**src/rtl/core/sbpd_pkg.sv**
```systemverilog
// sbpd_pkg: shared types, constants and the log gain table of the band peak meter
`default_nettype none

package sbpd_pkg;

  localparam int unsigned MAX_BANDS         = 64;
  localparam int unsigned MAX_BINS_PER_BAND = 256;

  localparam int unsigned BAND_W  = $clog2(MAX_BANDS);          // band number bits
  localparam int unsigned BIN_W   = $clog2(MAX_BINS_PER_BAND);  // bin counter bits
  localparam int unsigned MAG_W   = 16;
  localparam int unsigned SUM_W   = 24;
  localparam int unsigned GAIN_W  = 16;
  localparam int unsigned PROD_W  = SUM_W + GAIN_W;
  localparam int unsigned GAIN_FB = 13;                         // gain fraction bits
  localparam int unsigned LVL_W   = 16;
  localparam int unsigned DECAY_W = 16;
  localparam int unsigned BPB_W   = 9;
  localparam int unsigned BCNT_W  = 7;
  localparam int unsigned CFG_IDX_W = 2;
  localparam int unsigned CFG_DATA_W = 16;

  localparam logic [LVL_W-1:0] LEVEL_ONE = 16'd32768;

  // register indexes of the configuration port
  localparam logic [CFG_IDX_W-1:0] CFG_DECAY_STEP    = 2'd0;
  localparam logic [CFG_IDX_W-1:0] CFG_BINS_PER_BAND = 2'd1;
  localparam logic [CFG_IDX_W-1:0] CFG_BAND_COUNT    = 2'd2;

  localparam logic [DECAY_W-1:0] DECAY_RESET = 16'd1638;
  localparam logic [BPB_W-1:0]   BPB_RESET   = 9'd8;
  localparam logic [BCNT_W-1:0]  BCNT_RESET  = 7'd64;

  // ln(k+2) in Q3.13, rounded to nearest
  localparam logic [GAIN_W-1:0] LN_Q13 [MAX_BANDS] = '{
    16'd5678,  16'd9000,  16'd11357, 16'd13185, 16'd14678, 16'd15941, 16'd17035, 16'd18000,
    16'd18863, 16'd19644, 16'd20356, 16'd21012, 16'd21619, 16'd22184, 16'd22713, 16'd23210,
    16'd23678, 16'd24121, 16'd24541, 16'd24941, 16'd25322, 16'd25686, 16'd26035, 16'd26369,
    16'd26690, 16'd26999, 16'd27297, 16'd27585, 16'd27863, 16'd28131, 16'd28391, 16'd28643,
    16'd28888, 16'd29125, 16'd29356, 16'd29581, 16'd29799, 16'd30012, 16'd30219, 16'd30422,
    16'd30619, 16'd30812, 16'd31000, 16'd31184, 16'd31364, 16'd31540, 16'd31713, 16'd31882,
    16'd32047, 16'd32210, 16'd32369, 16'd32525, 16'd32678, 16'd32828, 16'd32976, 16'd33121,
    16'd33263, 16'd33403, 16'd33541, 16'd33676, 16'd33809, 16'd33941, 16'd34070, 16'd34197
  };

  // a finished band leaving the accumulator
  typedef struct packed {
    logic [SUM_W-1:0]  sum;
    logic [BAND_W-1:0] band;
    logic              last;
  } band_t;

  // a scaled and clamped band level
  typedef struct packed {
    logic [LVL_W-1:0]  level;
    logic [BAND_W-1:0] band;
    logic              last;
  } level_t;

endpackage

`default_nettype wire

```
**src/rtl/core/sbpd_accum.sv**
```systemverilog
// sbpd_accum: bin and band counters and the running band sum
`default_nettype none

module sbpd_accum (
  input  wire logic                        clk,
  input  wire logic                        rst_n,
  input  wire logic [sbpd_pkg::BPB_W-1:0]  bins_per_band,
  input  wire logic [sbpd_pkg::BCNT_W-1:0] band_count,
  input  wire logic                        in_fire,
  input  wire logic [sbpd_pkg::MAG_W-1:0]  magnitude,
  input  wire logic                        frame_start,
  output logic                             band_done,
  output sbpd_pkg::band_t                  band_item
);
  import sbpd_pkg::*;

  logic [BIN_W-1:0]  bin_r,  bin_nxt;
  logic [BAND_W-1:0] band_r, band_nxt;
  logic [SUM_W-1:0]  sum_r,  sum_nxt;

  logic [BIN_W-1:0]  bin_base;
  logic [BAND_W-1:0] band_cur;
  logic [SUM_W-1:0]  sum_base;
  logic [BIN_W:0]    count;
  logic [BPB_W-1:0]  eff_bins;
  logic [BCNT_W-1:0] eff_bands;
  logic [BCNT_W-1:0] band_inc;
  logic              last;

  always_comb begin
    // frame start restarts both counters and drops a partial band
    bin_base = frame_start ? '0 : bin_r;
    band_cur = frame_start ? '0 : band_r;
    sum_base = frame_start ? '0 : sum_r;

    if (bins_per_band == '0) begin
      eff_bins = BPB_W'(1);
    end else if (bins_per_band > BPB_W'(MAX_BINS_PER_BAND)) begin
      eff_bins = BPB_W'(MAX_BINS_PER_BAND);
    end else begin
      eff_bins = bins_per_band;
    end

    if (band_count == '0) begin
      eff_bands = BCNT_W'(1);
    end else if (band_count > BCNT_W'(MAX_BANDS)) begin
      eff_bands = BCNT_W'(MAX_BANDS);
    end else begin
      eff_bands = band_count;
    end

    count     = {1'b0, bin_base} + (BIN_W+1)'(1);
    sum_nxt   = sum_base + SUM_W'(magnitude);
    band_done = count >= eff_bins;
    band_inc  = BCNT_W'(band_cur) + BCNT_W'(1);
    last      = band_inc >= eff_bands;

    band_item.sum  = sum_nxt;
    band_item.band = band_cur;
    band_item.last = last;

    if (band_done) begin
      bin_nxt  = '0;
      band_nxt = last ? '0 : band_inc[BAND_W-1:0];
    end else begin
      bin_nxt  = count[BIN_W-1:0];
      band_nxt = band_cur;
    end
  end

  always_ff @(posedge clk) begin
    if (!rst_n) begin
      bin_r  <= '0;
      band_r <= '0;
      sum_r  <= '0;
    end else if (in_fire) begin
      bin_r  <= bin_nxt;
      band_r <= band_nxt;
      sum_r  <= band_done ? '0 : sum_nxt;
    end
  end

endmodule

`default_nettype wire

```
**src/rtl/core/sbpd_scale.sv**
```systemverilog
// sbpd_scale: band register, log gain multiply and clamp to full scale
`default_nettype none

module sbpd_scale (
  input  wire logic        clk,
  input  wire logic        load,
  input  sbpd_pkg::band_t  band_in,
  output sbpd_pkg::level_t level_out
);
  import sbpd_pkg::*;

  band_t                      band_r;
  logic [PROD_W-1:0]          prod;
  logic [PROD_W-GAIN_FB-1:0]  scaled;

  always_ff @(posedge clk) begin
    if (load) begin
      band_r <= band_in;
    end
  end

  always_comb begin
    prod   = PROD_W'(band_r.sum) * PROD_W'(LN_Q13[band_r.band]);
    scaled = prod[PROD_W-1:GAIN_FB];
    level_out.level = (scaled > (PROD_W-GAIN_FB)'(LEVEL_ONE)) ? LEVEL_ONE
                                                                : scaled[LVL_W-1:0];
    level_out.band  = band_r.band;
    level_out.last  = band_r.last;
  end

endmodule

`default_nettype wire

```
**src/rtl/core/sbpd_hold.sv**
```systemverilog
// sbpd_hold: held level store with peak hold and decay update
`default_nettype none

module sbpd_hold (
  input  wire logic                         clk,
  input  wire logic                         rst_n,
  input  wire logic [sbpd_pkg::DECAY_W-1:0] decay_step,
  input  wire logic                         load,
  input  sbpd_pkg::level_t                  level_in,
  input  wire logic                         commit,
  output sbpd_pkg::level_t                  result
);
  import sbpd_pkg::*;

  logic [LVL_W-1:0]     held_mem [MAX_BANDS];
  logic [MAX_BANDS-1:0] valid_r;

  level_t           cur_r;
  logic [LVL_W-1:0] rd_r;
  logic             rd_vld_r;
  logic             byp_hit_r;
  logic [LVL_W-1:0] byp_r;

  logic [LVL_W-1:0]   held;
  logic signed [17:0] floor_lvl;
  logic signed [17:0] new_lvl;
  logic [LVL_W-1:0]   new_held;

  always_comb begin
    held      = byp_hit_r ? byp_r : (rd_vld_r ? rd_r : '0);
    floor_lvl = $signed({2'b00, held}) - $signed({2'b00, decay_step});
    new_lvl   = $signed({2'b00, cur_r.level});
    if (new_lvl >= floor_lvl) begin
      new_held = cur_r.level;
    end else if (floor_lvl < 18'sd0) begin
      new_held = '0;
    end else begin
      new_held = floor_lvl[LVL_W-1:0];
    end
    result.level = new_held;
    result.band  = cur_r.band;
    result.last  = cur_r.last;
  end

  // store write and registered read
  always_ff @(posedge clk) begin
    if (commit) begin
      held_mem[cur_r.band] <= new_held;
    end
    if (load) begin
      rd_r <= held_mem[level_in.band];
    end
  end

  always_ff @(posedge clk) begin
    if (load) begin
      cur_r     <= level_in;
      rd_vld_r  <= valid_r[level_in.band];
      // same band written at this edge: take the fresh value
      byp_hit_r <= commit && (cur_r.band == level_in.band);
      byp_r     <= new_held;
    end
  end

  always_ff @(posedge clk) begin
    if (!rst_n) begin
      valid_r <= '0;
    end else if (commit) begin
      valid_r[cur_r.band] <= 1'b1;
    end
  end

endmodule

`default_nettype wire

```
**src/rtl/core/spectrum_band_peak_decay.sv**
```systemverilog
// spectrum_band_peak_decay: band levels from fft bins with peak hold and decay
//
//  channel  dir  fields (low bit first)                        marks
//  in_*     in   tdata: bin_magnitude[15:0]                    tuser: frame_start
//  out_*    out  tdata: band_index[5:0] band_level[21:6] pad   tlast: last_band
//  cfg_*    in   index 0 decay_step, 1 bins_per_band, 2 band_count
//
//  one bin transfer per cycle is taken unless the band register is full and cannot move on;
//  after its final bin a band result is registered after each stage (accumulate, multiply, hold compare)
//  the held level store is 64 entries with valid flags, so no clearing pass
//  after reset: everything is usable on the first cycle with rst_n high
//  a stalled output holds the pipe stage by stage; bins keep flowing while the
//  accumulator is building a band and the band register has room
`default_nettype none

module spectrum_band_peak_decay (
  input  wire logic                            clk,
  input  wire logic                            rst_n,
  // bin stream
  input  wire logic                            in_tvalid,
  output logic                                 in_tready,
  input  wire logic [15:0]                     in_tdata,   // bin_magnitude
  input  wire logic                            in_tuser,   // frame_start
  // band results
  output logic                                 out_tvalid,
  input  wire logic                            out_tready,
  output logic [23:0]                          out_tdata,  // band_index, band_level, zeros
  output logic                                 out_tlast,  // last_band
  // configuration writes
  input  wire logic                            cfg_we,
  input  wire logic [sbpd_pkg::CFG_IDX_W-1:0]  cfg_index,
  input  wire logic [sbpd_pkg::CFG_DATA_W-1:0] cfg_wdata
);
  import sbpd_pkg::*;

  // configuration registers
  logic [DECAY_W-1:0] decay_r;
  logic [BPB_W-1:0]   bpb_r;
  logic [BCNT_W-1:0]  bcnt_r;

  always_ff @(posedge clk) begin
    if (!rst_n) begin
      decay_r <= DECAY_RESET;
      bpb_r   <= BPB_RESET;
      bcnt_r  <= BCNT_RESET;
    end else if (cfg_we) begin
      unique case (cfg_index)
        CFG_DECAY_STEP:    decay_r <= cfg_wdata;
        CFG_BINS_PER_BAND: bpb_r   <= cfg_wdata[BPB_W-1:0];
        CFG_BAND_COUNT:    bcnt_r  <= cfg_wdata[BCNT_W-1:0];
        default:           ;  // unused index, write dropped
      endcase
    end
  end

  // stage occupancy and moves
  logic s1_valid_r, s1_valid_nxt;   // band register in front of the multiplier
  logic s2_valid_r, s2_valid_nxt;   // scaled level in front of the hold compare
  logic out_valid_r, out_valid_nxt;
  logic move_s2, move_s1, in_fire;

  logic   band_done;
  band_t  band_item;
  level_t level_s1;
  level_t result;

  always_comb begin
    move_s2   = s2_valid_r && (!out_valid_r || out_tready);
    move_s1   = s1_valid_r && (!s2_valid_r || move_s2);
    in_tready = !s1_valid_r || move_s1;
    in_fire   = in_tvalid && in_tready;

    s1_valid_nxt  = (in_fire && band_done) || (s1_valid_r && !move_s1);
    s2_valid_nxt  = move_s1 || (s2_valid_r && !move_s2);
    out_valid_nxt = move_s2 || (out_valid_r && !out_tready);
  end

  always_ff @(posedge clk) begin
    if (!rst_n) begin
      s1_valid_r  <= 1'b0;
      s2_valid_r  <= 1'b0;
      out_valid_r <= 1'b0;
    end else begin
      s1_valid_r  <= s1_valid_nxt;
      s2_valid_r  <= s2_valid_nxt;
      out_valid_r <= out_valid_nxt;
    end
  end

  sbpd_accum u_accum (
    .clk           (clk),
    .rst_n         (rst_n),
    .bins_per_band (bpb_r),
    .band_count    (bcnt_r),
    .in_fire       (in_fire),
    .magnitude     (in_tdata),
    .frame_start   (in_tuser),
    .band_done     (band_done),
    .band_item     (band_item)
  );

  // band register loads whenever a finishing bin is taken
  sbpd_scale u_scale (
    .clk       (clk),
    .load      (in_fire && band_done),
    .band_in   (band_item),
    .level_out (level_s1)
  );

  sbpd_hold u_hold (
    .clk        (clk),
    .rst_n      (rst_n),
    .decay_step (decay_r),
    .load       (move_s1),
    .level_in   (level_s1),
    .commit     (move_s2),
    .result     (result)
  );

  // output register
  logic [BAND_W-1:0] out_band_r;
  logic [LVL_W-1:0]  out_level_r;
  logic              out_last_r;

  always_ff @(posedge clk) begin
    if (move_s2) begin
      out_band_r  <= result.band;
      out_level_r <= result.level;
      out_last_r  <= result.last;
    end
  end

  assign out_tvalid = out_valid_r;
  assign out_tdata  = {2'b00, out_level_r, out_band_r};
  assign out_tlast  = out_last_r;

endmodule

`default_nettype wire

```
**config.mk**
```make
export PLATFORM = sky130hd
export DESIGN_NAME = spectrum_band_peak_decay
export DESIGN_NICKNAME = d
export VERILOG_FILES = /design/src/rtl/core/sbpd_pkg.sv /design/src/rtl/core/sbpd_accum.sv /design/src/rtl/core/sbpd_scale.sv /design/src/rtl/core/sbpd_hold.sv /design/src/rtl/core/spectrum_band_peak_decay.sv
export SDC_FILE = /design/constraint.sdc
export NUM_CORES = 2
export LEC_CHECK = 0
export BUFFER_PORTS_ARGS = -buffer_cell sky130_fd_sc_hd__clkbuf_2
export CORE_UTILIZATION = 55
export DETAILED_ROUTE_END_ITERATION = 7
export PLACE_DENSITY = 0.72
export SYNTH_ARGS = -nofsm -noshare
export SYNTH_HDL_FRONTEND = slang
export SYNTH_HIERARCHICAL = 1
export SYNTH_SLANG_ARGS = --single-unit
```
**constraint.sdc**
```tcl
create_clock -name clk -period 14.4 [get_ports clk]
set_input_delay 0.72 -clock clk [delete_from_list [all_inputs] [get_ports clk]]
set_output_delay 0.72 -clock clk [all_outputs]
set_load 0.01 [all_outputs]
```
==> results.rst <==
.. list-table::
   :header-rows: 1

   * - Metric
     - Value
   * - Register clock-pin slew on the reported worst setup and hold paths
     - 0.06 ns
   * - Fraction of layout cells with a size suffix above 1
     - 0.164
   * - Library cell contributing the largest single delay on the critical path
     - a2111oi_0
   * - Max_slew headroom
     - 0.221
   * - Synthesis-to-finish area growth
     - 9.89%
   * - Gp weighted congestion
     - 0.944
   * - Result of the run
     - complete, no violations
   * - Via count normalized by instance count
     - 6.25
   * - Congestion Overflow GR
     - 0
   * - Post-synth EDFFs
     - 1135
   * - Gr usage total
     - 0.268
   * - Die span in x
     - 347 um
   * - Wire length of the first global-routing pass
     - 243 mm
   * - Nets
     - 5093
   * - Setup WS post-layout
     - 3.86 ns
   * - Avg Synthesized Cell Area
     - 14.5 um2
   * - Startpoint of the most critical register-to-register path
     - u_scale/level_out[1]
   * - Largest net degree at the start of global routing
     - 129
   * - Count of filler cells inserted in the layout
     - 8647
   * - Setup repair after global routing missed its margin
     - no
   * - Number of failing setup endpoints in the final timing report
     - 0
   * - Sequential-to-total area share from yosys stat
     - 0.562
   * - Time the worst path needs with I/O delays and setup
     - 10.54 ns
   * - Post-place setup slack
     - 3.96 ns
   * - Required arrival time at the worst endpoint
     - 14.84 ns
   * - Number of buffers inserted by hold repair at cts
     - 0
   * - Port-buffer cells
     - 64
   * - Final period utilization
     - 0.732
   * - Power per standard cell area
     - 142 nW/um2
   * - Count of endpoints failing hold in the final timing report
     - 0
   * - Number of max-slew violations in the final report
     - 0
   * - Final clock skew
     - 0.0486 ns
   * - HPWL after DPL
     - 97.9 mm
   * - Maximum clock frequency
     - 94.9 MHz
   * - Detailed router's first-iteration violation count
     - 4003
   * - Routed WL
     - 159 mm
   * - Area of the mapped netlist
     - 65500 um2
   * - Clock tree from TritonCTS
     - yes
   * - Static leakage
     - 0.0258 uW
   * - Number of gates resized after cts
     - 0
   * - Cells taking the most area after synthesis
     - edfxtp_1 52%, mux4_2 11%, fa_1 9.4%
   * - Critical path's most frequent cell
     - inv_1
   * - Actual slew at the worst max-slew pin
     - 1.17 ns
   * - Register-to-register setup slack
     - 3.86 ns
   * - Worst path arrival time
     - 10.99 ns
   * - Residual antenna-violating net count after detailed routing
     - 0
   * - Worst VDD drop
     - 0.202 mV
   * - Vert. Die Dim
     - 347 um
   * - Ports
     - 67
   * - Clk Tree Root Cell
     - clkbuf_16
   * - Number of buffers added by the clock tree synthesis step
     - 131
   * - Setup TNS Final
     - 0 ns
   * - Worst setup path start
     - u_scale/level_out[1]
   * - R2R Path End
     - u_hold/cur_r[22]
   * - Clk buf depth
     - 3
   * - Largest fanout of any net on the critical path
     - 107
   * - CP startpoint kind
     - flop
   * - Antenna violations before repair
     - 4
   * - Num Clock Sinks
     - 1272
   * - Synth async-reset ratio
     - 0
   * - Buffer count from post-CTS setup fixing
     - 0
   * - Dominant register cell in the synthesized netlist
     - edfxtp_1
   * - Total DRC errors in the routed layout
     - 0
   * - Clock network latency to the later pin of the worst-skew pair
     - 0.76 ns
   * - Number of iterations in the first detailed-routing pass
     - 5
   * - Average wire per cell in the routed design
     - 25.6 um
   * - Die area
     - 121000 um2
   * - H-tree levels
     - 4
   * - Path depth of the worst reg2reg path
     - 31
   * - Count of synthesis-stage warnings from yosys
     - 6
   * - Core outline area
     - 118000 um2
   * - Delay of the slowest critical-path stage
     - 0.87 ns
   * - Number of cell rows
     - 126
   * - Initial Utilization
     - 0.555
   * - Portion of synthesized cell area occupied by the leading cell type
     - 0.520
   * - Post-synthesis cell type with the largest combined area
     - edfxtp_1
   * - Endpoint type of the worst setup path
     - flop
   * - Via count of the first global-routing pass
     - 39.5k
   * - Cell count after synthesis
     - 4516
   * - Critical Setup Path Class
     - reg -> reg
   * - #FFs+latches synth
     - 1272
   * - Count of maximum capacitance violations
     - 0
   * - Worst hold path class
     - in -> reg
   * - End of the critical path
     - u_hold/cur_r[22]
   * - Routed via count
     - 38.8k
   * - Count of different cell masters after synthesis
     - 101
## routing by layer
metal  track usage  part of all wire
met1         0.383              0.42
met5             0           0.00015
met4        0.0801             0.025
met2         0.424              0.48
met3        0.0475             0.082
## worst min-delay path by stage
stage,startpoint,cells after the start,slack (ns),to
after floorplan,u_accum/sum_r[15],1,0.43,u_accum/sum_r[15]
after global placement,u_hold/valid_r[50],1,0.44,u_hold/valid_r[50]
after detailed placement,u_accum/sum_r[6],2,0.45,u_accum/sum_r[6]
after CTS,cfg_wdata[6],3,0.19,bpb_r[6]
after global routing,cfg_wdata[6],3,0.24,bpb_r[6]
final,cfg_wdata[6],3,0.22,bpb_r[6]
## worst max-delay path, delay by kind of cell, from the launching register on
kind / cells / cell delay (ns)
buffers and inverters: 8 / 1.17
xor gates and xnor gates: 1 / 0.19
AOI/OAI and AO/OA: 6 / 2.13
DFF: 1 / 0.38
and+or+nand+nor: 8 / 2.75
adders and majority gates: 8 / 3.43
## synth_stat cells, types with 6 or more instances
cell type,n
edfxtp_1,1135
nand2_1,410
inv_1,394
mux4_2,310
fa_1,307
ha_1,182
and2_1,172
nor2_1,169
clkbuf_1,159
dfxtp_1,137
a21oi_1,134
o21ai_0,114
o21a_1,81
mux2i_1,80
nor2b_1,57
nand3_1,49
buf_2,44
xnor2_1,39
a221oi_1,37
nand2b_1,35
nor3_1,32
buf_1,30
a22o_1,27
nand4_1,26
a21o_1,25
xor2_1,25
a31oi_1,20
and3_1,20
buf_4,20
o211ai_1,19
o22ai_1,18
a211oi_1,12
a2111oi_0,10
or3_1,9
nand3b_1,8
o21bai_1,8
or2_2,8
nor3b_1,7
nor4_1,7
o31ai_1,7
and4_1,6
buf_6,6
o21ai_1,6
## cell usage in the layout (no fill, tap or decap), types with 12 or more instances in the layout
cell type  Yosys  final
xnor2_1       39     39
mux2i_4        0     16
a211oi_1      12     12
a22o_1        27     27
mux4_2       310    310
a21o_1        25     25
clkbuf_16      0    133
xor2_1        25     25
ha_1         182    182
nor2b_1       57     54
clkbuf_1     159     36
clkbuf_2       0     63
nand2b_1      35     35
nor2_1       169    149
o21a_1        81     81
and2_1       172    172
nand4_1       26     26
nor2_2         0     20
edfxtp_1    1135   1135
inv_1        394    394
clkinv_1       2     15
nand3_1       49     49
a21oi_1      134    131
and3_1        20     20
mux2i_1       80     64
o21ai_0      114    111
nand2_1      410    410
buf_4         20    107
fa_1         307    307
a221oi_1      37     37
a31oi_1       20     17
dfxtp_1      137    137
nor3_1        32     28
o22ai_1       18     18
clkinv_2       0     24
o211ai_1      19     19
## power breakdown
group / leakage (uW) / switching, uW / internal, uW
sequential: 0.0113 / 19.2 / 4070
clock: 0.00204 / 1430 / 1850
combinational: 0.0125 / 1870 / 998
total: 0.0258 / 3320 / 6920
## metrics by stage
step	instances	total power (uW)	area [um2]	hold slack [ns]	utilization
2_1_floorplan	4517	6190	65500	0.434	-
3_3_place_gp	5967	7010	67800	0.441	0.574
4_1_cts	6205	10300	72000	0.185	0.610
6_report	6206	10200	72000	0.216	0.610
5_1_grt	6205	10700	72000	0.236	0.610
3_5_place_dp	5967	7010	67800	0.449	0.574
## cell type report
type | count | area [um2] | share of cell area
Antenna cell | 1 | 2.50 | 0.0000348
Clock buffer | 180 | 3610 | 0.0502
Clock inverter | 58 | 557 | 0.00773
Inverter | 397 | 1490 | 0.0207
Multi-Input combinational cell | 2588 | 26400 | 0.367
Sequential cell | 1272 | 36800 | 0.511
Tap cell | 1536 | 1920 | 0.0267
Timing Repair Buffer | 174 | 1200 | 0.0166
## cells by family after synthesis
kind of cell / share of synthesized area
flip-flops: 0.562
adder cells (fa/ha/maj): 0.129
other: 0.0000572
multiplexers: 0.119
buffers and inverters: 0.0406
AO/OA/AOI/OAI: 0.0626
AND/OR/NAND/NOR: 0.0788
XOR/XNOR: 0.00855
## state kept, by name, indices dropped and copies added (netlist names), 24 cells and up
name             cells
u_accum/sum_r       24
u_hold/held_mem   1024
u_hold/valid_r      64
u_scale/band_r      24
No activity file was read; power rests on OpenSTA's default activity.
